--- config.mk ---
export PLATFORM = sky130hd
export DESIGN_NAME = ordered_byte_list_top
export DESIGN_NICKNAME = d
export VERILOG_FILES = /design/src/hw/rtl/obl_pkg.sv /design/src/hw/rtl/ordered_byte_list_top.sv /design/src/hw/rtl/obl_cell.sv /design/src/hw/rtl/obl_ctrl.sv
export SDC_FILE = /design/constraint.sdc
export NUM_CORES = 1
export LEC_CHECK = 0
export ABC_AREA = 1
export BUFFER_PORTS_ARGS = -buffer_cell sky130_fd_sc_hd__buf_2
export CORE_ASPECT_RATIO = 1.2
export CORE_MARGIN = 4
export CORE_UTILIZATION = 45
export DETAILED_ROUTE_END_ITERATION = 7
export GPL_TIMING_DRIVEN = 1
export PLACE_DENSITY_LB_ADDON = 0.2
export SYNTH_ARGS = -nofsm -noshare
export SYNTH_HDL_FRONTEND = slang
export SYNTH_SLANG_ARGS = --single-unit
--- constraint.sdc ---
create_clock -name clk_i -period 4.05 [get_ports clk_i]
set_clock_uncertainty 0.2 [all_clocks]
set_input_delay 0.2025 -clock clk_i [delete_from_list [all_inputs] [get_ports clk_i]]
set_output_delay 0.2025 -clock clk_i [all_outputs]
set_load 0.01 [all_outputs]
--- src/hw/rtl/obl_pkg.sv ---
// ----------------------------------------------------------------------------
// obl_pkg: shared types and constants for the ordered byte list
// Command and status codes, list sizing and the cell control bundle.
// ----------------------------------------------------------------------------
package obl_pkg;

  localparam int CAPACITY = 16;
  localparam int LEN_W    = 5;                 // length and position fields
  localparam int IDX_W    = $clog2(CAPACITY);  // cell index
  localparam int DATA_W   = 8;

  typedef enum logic [2:0] {
    CMD_APPEND    = 3'd0,
    CMD_PUSH_HEAD = 3'd1,
    CMD_INSERT_AT = 3'd2,
    CMD_POP_TAIL  = 3'd3,
    CMD_POP_HEAD  = 3'd4
  } cmd_e;

  typedef enum logic [1:0] {
    ST_OK    = 2'd0,
    ST_EMPTY = 2'd1,
    ST_FULL  = 2'd2
  } status_e;

  // broadcast to every cell of the row
  typedef struct packed {
    logic              ins;
    logic              pop_head;
    logic [IDX_W-1:0]  slot;
    logic [DATA_W-1:0] data;
  } cell_ctrl_t;

  // per-command result info for the output stage
  typedef struct packed {
    status_e          status;
    logic [LEN_W-1:0] len;
    logic             pop_tail;
    logic             pop_head;
    logic [IDX_W-1:0] tail_idx;
  } cmd_res_t;

endpackage

--- src/hw/rtl/ordered_byte_list_top.sv ---
// ----------------------------------------------------------------------------
// ordered_byte_list_top: bounded ordered list of bytes
// Append, head insert, positional insert, tail and head removal on a cell row.
// ----------------------------------------------------------------------------
// result: the result beat is registered and appears in the cycle after the command beat is taken
// throughput: one command per cycle while in_ready_o is high; every cell of the row updates in that cycle
// a held result beat stalls new commands only while out_ready_i is low
// reset: list empty, no result pending; cell contents undefined until written
module ordered_byte_list_top import obl_pkg::*; (
  input  logic              clk_i,
  input  logic              rst_ni,
  input  logic              in_valid_i,
  output logic              in_ready_o,
  input  logic [2:0]        command_i,
  input  logic [DATA_W-1:0] data_i,
  input  logic [LEN_W-1:0]  position_i,
  output logic              out_valid_o,
  input  logic              out_ready_i,
  output logic [DATA_W-1:0] removed_data_o,
  output logic [1:0]        status_o,
  output logic [LEN_W-1:0]  length_o
);

  logic              accept;
  cell_ctrl_t        cell_ctrl;
  cmd_res_t          res;
  logic [DATA_W-1:0] cells [CAPACITY];
  logic [DATA_W-1:0] removed;

  logic              out_valid_q;
  logic [DATA_W-1:0] removed_q;
  logic [1:0]        status_q;
  logic [LEN_W-1:0]  length_q;

  assign in_ready_o = ~out_valid_q | out_ready_i;
  assign accept     = in_valid_i & in_ready_o;

  obl_ctrl u_ctrl (
    .clk_i      (clk_i),
    .rst_ni     (rst_ni),
    .accept_i   (accept),
    .command_i  (command_i),
    .data_i     (data_i),
    .position_i (position_i),
    .ctrl_o     (cell_ctrl),
    .res_o      (res)
  );

  for (genvar k = 0; k < CAPACITY; k++) begin : g_cell
    logic [DATA_W-1:0] left, right;
    if (k == 0) begin : g_first
      assign left = '0;
    end else begin : g_mid
      assign left = cells[k-1];
    end
    if (k == CAPACITY - 1) begin : g_last
      assign right = cells[k];
    end else begin : g_inner
      assign right = cells[k+1];
    end
    obl_cell u_cell (
      .clk_i   (clk_i),
      .ctrl_i  (cell_ctrl),
      .idx_i   (IDX_W'(k)),
      .left_i  (left),
      .right_i (right),
      .q_o     (cells[k])
    );
  end

  always_comb begin
    removed = '0;
    if (res.pop_tail) begin
      removed = cells[res.tail_idx];
    end else if (res.pop_head) begin
      removed = cells[0];
    end
  end

  always_ff @(posedge clk_i or negedge rst_ni) begin
    if (!rst_ni) begin
      out_valid_q <= 1'b0;
    end else if (accept) begin
      out_valid_q <= 1'b1;
    end else if (out_ready_i) begin
      out_valid_q <= 1'b0;
    end
  end

  always_ff @(posedge clk_i) begin
    if (accept) begin
      removed_q <= removed;
      status_q  <= res.status;
      length_q  <= res.len;
    end
  end

  assign out_valid_o    = out_valid_q;
  assign removed_data_o = removed_q;
  assign status_o       = status_q;
  assign length_o       = length_q;

  a_len_bound: assert property (@(posedge clk_i) disable iff (!rst_ni)
    out_valid_o |-> length_o <= LEN_W'(CAPACITY))
    else $error("length beyond capacity");

  a_empty_beat: assert property (@(posedge clk_i) disable iff (!rst_ni)
    out_valid_o && status_o == ST_EMPTY |-> removed_data_o == '0 && length_o == '0)
    else $error("empty removal beat carries data or length");

  a_full_beat: assert property (@(posedge clk_i) disable iff (!rst_ni)
    out_valid_o && status_o == ST_FULL |-> length_o == LEN_W'(CAPACITY))
    else $error("full status with list not full");

  a_accept_result: assert property (@(posedge clk_i) disable iff (!rst_ni)
    accept |=> out_valid_o)
    else $error("command beat produced no result beat");

endmodule

--- src/hw/rtl/obl_cell.sv ---
// ----------------------------------------------------------------------------
// obl_cell: one slot of the shift-insert row
// Holds one byte; takes its left neighbor, its right neighbor or the new byte.
// ----------------------------------------------------------------------------
module obl_cell import obl_pkg::*; (
  input  logic              clk_i,
  input  cell_ctrl_t        ctrl_i,
  input  logic [IDX_W-1:0]  idx_i,
  input  logic [DATA_W-1:0] left_i,
  input  logic [DATA_W-1:0] right_i,
  output logic [DATA_W-1:0] q_o
);

  logic [DATA_W-1:0] data_q, data_d;

  always_comb begin
    data_d = data_q;
    if (ctrl_i.ins) begin
      if (idx_i > ctrl_i.slot) begin
        data_d = left_i;
      end else if (idx_i == ctrl_i.slot) begin
        data_d = ctrl_i.data;
      end
    end else if (ctrl_i.pop_head) begin
      data_d = right_i;
    end
  end

  always_ff @(posedge clk_i) begin
    data_q <= data_d;
  end

  assign q_o = data_q;

endmodule

--- src/hw/rtl/obl_ctrl.sv ---
// ----------------------------------------------------------------------------
// obl_ctrl: command decode and element count
// Turns a command into the row's control bundle and tracks the list length.
// ----------------------------------------------------------------------------
module obl_ctrl import obl_pkg::*; (
  input  logic              clk_i,
  input  logic              rst_ni,
  input  logic              accept_i,
  input  logic [2:0]        command_i,
  input  logic [DATA_W-1:0] data_i,
  input  logic [LEN_W-1:0]  position_i,
  output cell_ctrl_t        ctrl_o,
  output cmd_res_t          res_o
);

  logic [LEN_W-1:0] count_q, count_d;
  logic [LEN_W-1:0] slot;
  logic             do_ins;
  logic             full, empty;
  cmd_e             cmd;

  assign cmd   = cmd_e'(command_i);
  assign full  = (count_q == LEN_W'(CAPACITY));
  assign empty = (count_q == '0);

  always_comb begin
    slot            = count_q;
    do_ins          = 1'b0;
    count_d         = count_q;
    res_o.status    = ST_OK;
    res_o.pop_tail  = 1'b0;
    res_o.pop_head  = 1'b0;
    res_o.tail_idx  = IDX_W'(count_q - 1'b1);
    unique case (cmd)
      CMD_APPEND: begin
        do_ins = 1'b1;
      end
      CMD_PUSH_HEAD: begin
        do_ins = 1'b1;
        slot   = '0;
      end
      CMD_INSERT_AT: begin
        do_ins = 1'b1;
        // position zero or past the tail appends
        if (position_i != '0 && position_i <= count_q) begin
          slot = LEN_W'(position_i - 1'b1);
        end
      end
      CMD_POP_TAIL: begin
        if (empty) begin
          res_o.status = ST_EMPTY;
        end else begin
          res_o.pop_tail = 1'b1;
          count_d        = LEN_W'(count_q - 1'b1);
        end
      end
      CMD_POP_HEAD: begin
        if (empty) begin
          res_o.status = ST_EMPTY;
        end else begin
          res_o.pop_head = 1'b1;
          count_d        = LEN_W'(count_q - 1'b1);
        end
      end
      default: ;
    endcase
    if (do_ins) begin
      if (full) begin
        res_o.status = ST_FULL;
      end else begin
        count_d = LEN_W'(count_q + 1'b1);
      end
    end
    res_o.len = count_d;
  end

  always_comb begin
    ctrl_o.ins      = accept_i & do_ins & ~full;
    ctrl_o.pop_head = accept_i & res_o.pop_head;
    ctrl_o.slot     = slot[IDX_W-1:0];
    ctrl_o.data     = data_i;
  end

  always_ff @(posedge clk_i or negedge rst_ni) begin
    if (!rst_ni) begin
      count_q <= '0;
    end else if (accept_i) begin
      count_q <= count_d;
    end
  end

endmodule

After elaboration in Yosys (flattened, before gate mapping)
Cells that the tools add are included.
- input bits: 20
- word-level logic and storage cells: 194
- output and inout port bits: 17
- register bits: 149
- add/subtract/negate cells: 3
- reductions and logical operators: 26
- bitwise operators: 8
- muxes and demuxes: 83
- eq/ne operators: 35
- magnitude comparators: 18
- operators by type and width (kind ; count):
    8-bit two-way mux ; 66
    3-bit by 1-bit != test with 1-bit output, second input constant ; 15
    8-bit binary-select mux with 4-bit select ; 1
    4-bit equality test, first input constant ; 8
    4-bit > comparator, first input constant ; 8
    2-bit AND reduction ; 16
    5-bit two-way mux ; 4
    3-bit by 4-bit equality test with 1-bit output, first input constant ; 4
    3-bit by 4-bit > comparator with 1-bit output, first input constant ; 4
    2-bit by 4-bit equality test with 1-bit output, first input constant ; 2
    1-bit by 4-bit > comparator with 1-bit output, first input constant ; 2
    2-bit by 4-bit > comparator with 1-bit output, first input constant ; 2
    4-bit one-hot mux with 2 select lines ; 1
    1-bit two-way mux ; 7
    3-bit by 2-bit equality test with 1-bit output, second input constant ; 2
    2-bit two-way mux ; 3
    2-bit nonzero test ; 3
    5-bit by 1-bit adder with 5-bit output, second input constant ; 1
    5-bit equality test, second input constant ; 1
    5-bit greater-or-equal comparator, second input constant ; 1
    5-bit <= comparator ; 1
    5-bit logical NOT ; 1
    4-bit inverter with 5-bit output ; 1
    5-bit nonzero test ; 1
    14 further kinds ; 18

Longest topological paths before layout
- depth in word-level cells: 8
- mapped depth: 18
- mapped depth without buffers: 17

Hierarchy
From an unflattened synthesis, not the netlist that was laid out.
- cell total of the unflattened synthesis: 2001
- area, all modules: 13261.5 µm²
- by module, submodules not included (module ; area an instance (µm²) ; times used ; cells an instance):
    obl_cell ; 623.1 ; 16 ; 88
    ordered_byte_list_top ; 2344.7 ; 1 ; 446
    obl_ctrl ; 947.2 ; 1 ; 147

Worst setup path after synthesis
OpenSTA, ideal clock, no wires.
- path type: register to register
- start point: reg u_ctrl.count_q[0]
- end point: reg g_cell[5].u_cell.data_q[0] (enable)
- slack: 0.857 ns
- data required time: 3.472 ns
- arrival time: 2.615 ns
- stages on the path, launching flop included: 14
- setup time: 0.378 ns
- buffers on the path: 5
- cell sequence: dfrtp_1 > buf_2 > inv_1 > buf_2 > buf_1 > ha_1 > nand2_1 > nor2_1 > nand2_1 > nand2_1 > nor2_2 > buf_2 > buf_2 > a31oi_1
- word-level cells in the longest chain between the ends: 7
- elaborated cells on any way between the ends: 16
- classes of those cells: 2 x order compare; 3 x eq/ne; 4 x mux; 3 x bitwise; 4 x reduce/logical
- RTL lines (element ; line ; RTL):
    start: declaration ; obl_ctrl.sv:16 ; logic [LEN_W-1:0] count_q, count_d;
    start signal: assignment ; obl_ctrl.sv:88 ; count_q <= count_d;
    5-bit <= comparator ; obl_ctrl.sv:45 ; if (position_i != '0 && position_i <= count_q) begin
    1-bit logical AND ; obl_ctrl.sv:45 ;
    4-bit two-way mux ; obl_ctrl.sv:45 ;
    4-bit one-hot mux with 2 select lines ; obl_ctrl.sv:34 ; unique case (cmd)
    3-bit by 4-bit > comparator with 1-bit output or 3-bit by 4-bit equality test with 1-bit output (tied branches) ; obl_cell.sv:19, obl_cell.sv:21 ;
    3-bit by 1-bit != test with 1-bit output (no source line) ; - ;
    2-bit AND reduction (no source line) (*) ; - ;
    end signal: assignment ; obl_cell.sv:30 ; data_q <= data_d;
    end: declaration ; obl_cell.sv:14 ; logic [DATA_W-1:0] data_q, data_d;
Mark *: on every way between the ends. The rest lies on a longest branch, timed or not.
A chain may end at the register's enable or synchronous reset.

Worst setup path in the final report
- start point: reg u_ctrl.count_q[1]
- end point: reg removed_q[4], in the netlist removed_data_o[4], data pin
- word-level cells in the longest chain between the ends: 6
- elaborated cells on any way between the ends: 11
- classes of those cells: 1 x add/sub; 8 x mux; 1 x bitwise; 1 x reduce/logical
- RTL lines (element ; line ; RTL):
    5-bit by 1-bit subtractor with 5-bit output ; obl_ctrl.sv:33 ; res_o.tail_idx = IDX_W'(count_q - 1'b1);
    4-bit inverter with 5-bit output (implied by the code) ; ordered_byte_list_top.sv:74 ; removed = cells[res.tail_idx];
    8-bit binary-select mux with 4-bit select ; ordered_byte_list_top.sv:74 ;
    8-bit two-way mux (implied by the code) (2 in series) ; ordered_byte_list_top.sv:74 ;
    8-bit two-way mux (*) ; ordered_byte_list_top.sv:73 ; if (res.pop_tail) begin
    via removed[4] ; ordered_byte_list_top.sv:28 ; logic [DATA_W-1:0] removed;
    end signal: assignment ; ordered_byte_list_top.sv:92 ; removed_q <= removed;
    end: declaration ; ordered_byte_list_top.sv:31 ; logic [DATA_W-1:0] removed_q;
Mark *: on every way through the listed nets, which the timed path passes. The rest lies on a longest branch. The select of a mux whose other input is x is not followed.

==> run_results.csv <==
group,metric,value,unit
clock_tree,cts_root_buffer,"clkbuf_16",
die,ios,37,
setup_path,cp.required,4.08,ns
yosys,synth_seq_cells,149,
detailed_routing,drt_iter0_drc,1309,
clock_tree,cts_sinks,149,
placement,io_buffers,36,
clock_tree,cts-buffers-inserted,17,
timing,slew_viol_final,0,
grt,grt_antenna_before_repair,0,
yosys,synth_top_family_by_area,"simple AND/OR/NAND/NOR gates",
detailed_routing,wl_per_cell,21.5,µm
yosys,syn_area,0.00952,mm²
detailed_routing,vias,8957,
clock_tree,insertion_delay,0.43,ns
outcome,status,"completed",
die,die_area,0.0235,mm²
layout,instances_no_fill,1507,
yosys,syn_inst,1214,
layout,final_area,0.0106,mm²
yosys,synth-simple-area-share,27.9,%
yosys,yosysWarnings,0,
clock_tree,cts_tree,"done",
placement,gp_congestion,0.934,
detailed_routing,wl,32400,µm
layout,nFillCells,1984,
min_path,hp-class,"in2reg",
detailed_routing,antenna_left,0,
timing,hold_violations,0,
setup_path,end_kind,"flip-flop",
yosys,synth-compound-area-share,15.4,%
yosys,syn_nets,1242,
timing,fin_crit_sh,83.7,%
clock_tree,cts_max_path_buffers,2,
grt,grt_max_degree,167,
die,chipWidth,141,µm
setup_path,worst_ep_arrival_time,3.42,ns
layout,drive_gt1_share,11.6,%
die,design.core.area,0.0209,mm²
detailed_routing,vias_per_cell,5.94,
layout,diodes,0,
clock_tree,clk_pin_slew,0.07,ns
setup_path,cp-start-kind,"flip-flop",
detailed_routing,drc_errors,0,
timing,setup_viol,0,
yosys,synth-xor-area-share,0.460,%
placement,dpl_cell_area,0.00986,mm²
timing,slew_headroom,40.6,%
flow_run,max_cap_viol_count,0,
layout,ff_latch_area,0.00445,mm²
grt,grt_pass1_vias,8501,
layout,multiInputGateArea,0.00427,mm²
grt,grt_usage,27.5,%
grt,grt.overflow.total,0,
clock_tree,post_cts_resized,0,
die,floorplan.initialDensity,45.5,%
placement,dp.cells,1468,
die,rows,58,
placement,hpwlAfterDp,22400,µm
clock_tree,cts_max_level,4,
timing,rsz0062_at_grt,"no",
grt,grt_pass1_wl,49600,µm
timing,finalSetupTns,0,ns
timing,tightest_slew,0.886,ns
die,die_y,167,µm
power,ir_worst_vdd,0.583,mV
setup_path,critPathMaxFanout,18,
setup_path,criticalPathCategory,"reg2reg",
timing,clock.fmax,0.295,GHz
power,cellPowerDensity,690,mW/mm²
timing,fin_crit,3.39,ns
yosys,synth_mux_area_share,0,%
layout,area_growth,11.2,%
layout,nNetsFinal,1252,
yosys,synthAdderAreaFrac,1.05,%
power,p_leak,0.00446,µW
yosys,syn_area_per_cell,7.84,µm²
yosys,yosysSeqAreaShare,46.7,%
yosys,ys_types,41,
detailed_routing,drt_pre_antenna_iters,6,
power,power.total,7310,µW
-- report_power, final --
part           switching, µW  internal [µW]
logic                   2560            954
clock network            677           1100
registers                100           1910
-- logic make-up (layout without fill, tap and decap cells) --
family | after synthesis | after routing
and+or+nand+nor | 595 | 595
AOI/OAI and AO/OA | 263 | 263
buffers and inverters | 194 | 217
DFF | 149 | 149
adders and majority gates | 8 | 8
xor gates and xnor gates | 5 | 5
-- metrics by stage --
stage	utilization (%)	setup slack (ns)	hold WS (ns)
after global routing	50.6	0.446	0.0224
after global placement	47.2	0.787	-0.156
after detailed placement	47.2	0.751	-0.156
after CTS	50.6	0.730	0.000262
after floorplan	-	0.857	-0.293
final	50.6	0.662	0.0117
-- path summary, 6_finish.rpt --
path | from | end | slack [ns] | cells past startpoint
setup / recovery | u_ctrl.count_q[1]$_DFFE_PN0P_ | removed_data_o[4]$_DFFE_PP_ | 0.66 | 9
hold / removal | data_i[6] | g_cell[0].u_cell.q_o[6]$_DFFE_PP_ | 0.01 | 3
setup reg to reg | u_ctrl.count_q[1]$_DFFE_PN0P_ | removed_data_o[4]$_DFFE_PP_ | 0.66 | 9
hold reg to reg | g_cell[6].u_cell.q_o[7]$_DFFE_PP_ | g_cell[5].u_cell.q_o[7]$_DFFE_PP_ | 0.35 | 2
max in group asynchronous | rst_ni | u_ctrl.count_q[0]$_DFFE_PN0P_ | 2.86 | 3
min in group asynchronous | rst_ni | u_ctrl.count_q[4]$_DFFE_PN0P_ | 0.52 | 3
-- state kept, by name, summed over array words and instances (netlist names) --
register,flops
out_valid_o,1
u_ctrl.count_q,5
status_o,2
g_cell.u_cell.q_o,128
removed_data_o,8
length_o,5
-- final cells by class --
class                   instances  share of cell area [%]
flip-flops and latches        149                    42.0
multi-input cells             871                    40.3
inverters                     120                    4.28
clock buffers                  18                    4.05
repair buffers                 65                    4.04
well taps                     270                    3.19
clock inverters                14                    2.08
-- worst max-delay path: stages, from the launching register on --
cell      delay [ns]
dfrtp_1         0.40
inv_1           0.12
ha_1            0.23
xnor2_1         0.19
buf_4           0.29
clkinv_1        0.76
nand3_1         0.48
nand3_1         0.12
a21oi_1         0.18
o21bai_1        0.20
-- cell usage in the layout (no fill, tap or decap), types with 10 or more instances in the layout --
cell type  instances
nand2_1          319
nand3_1          157
edfxtp_1         143
o21ai_0          108
inv_1            105
a21oi_1           85
nor2_1            69
buf_2             36
buf_4             21
o22ai_1           20
o211ai_1          18
clkbuf_16         17
nand2_2           10
inv_2             10
-- synth_stat cells, drive strengths merged --
master / n / area share, %
a21oi: 87 / 4.7
a31oi: 7 / 0.46
buf: 44 / 2.5
clkbuf: 30 / 1.2
clkinv: 4 / 0.16
dfrtp: 6 / 1.6
edfxtp: 143 / 45
ha: 8 / 1.1
inv: 116 / 4.6
nand2: 336 / 14
nand3: 165 / 9.2
nand3b: 8 / 0.63
nand4: 7 / 0.46
nor2: 75 / 3.3
nor3: 2 / 0.16
o211ai: 18 / 1.4
o21ai: 121 / 6.7
o21bai: 8 / 0.63
o221ai: 1 / 0.092
o22ai: 20 / 1.3
o31ai: 1 / 0.079
or2: 2 / 0.13
xnor2: 2 / 0.18
xor2: 3 / 0.28
-- what timing repair did --
action                                 4_1_cts  5_1_grt
endpoints found under the hold margin       10        0
buffers inserted                             0        0
hold buffers                                 7        0
-- layer usage --
metal  wire length (µm)  global-route usage, %  up-vias
met5                  0                      0        -
met1              12400                   35.4     4157
li1                   -                      -     4155
met3               2910                   4.91      104
met2              15200                   44.5      541
met4               1950                   14.1        0
Power figures use the tool's default switching activity.
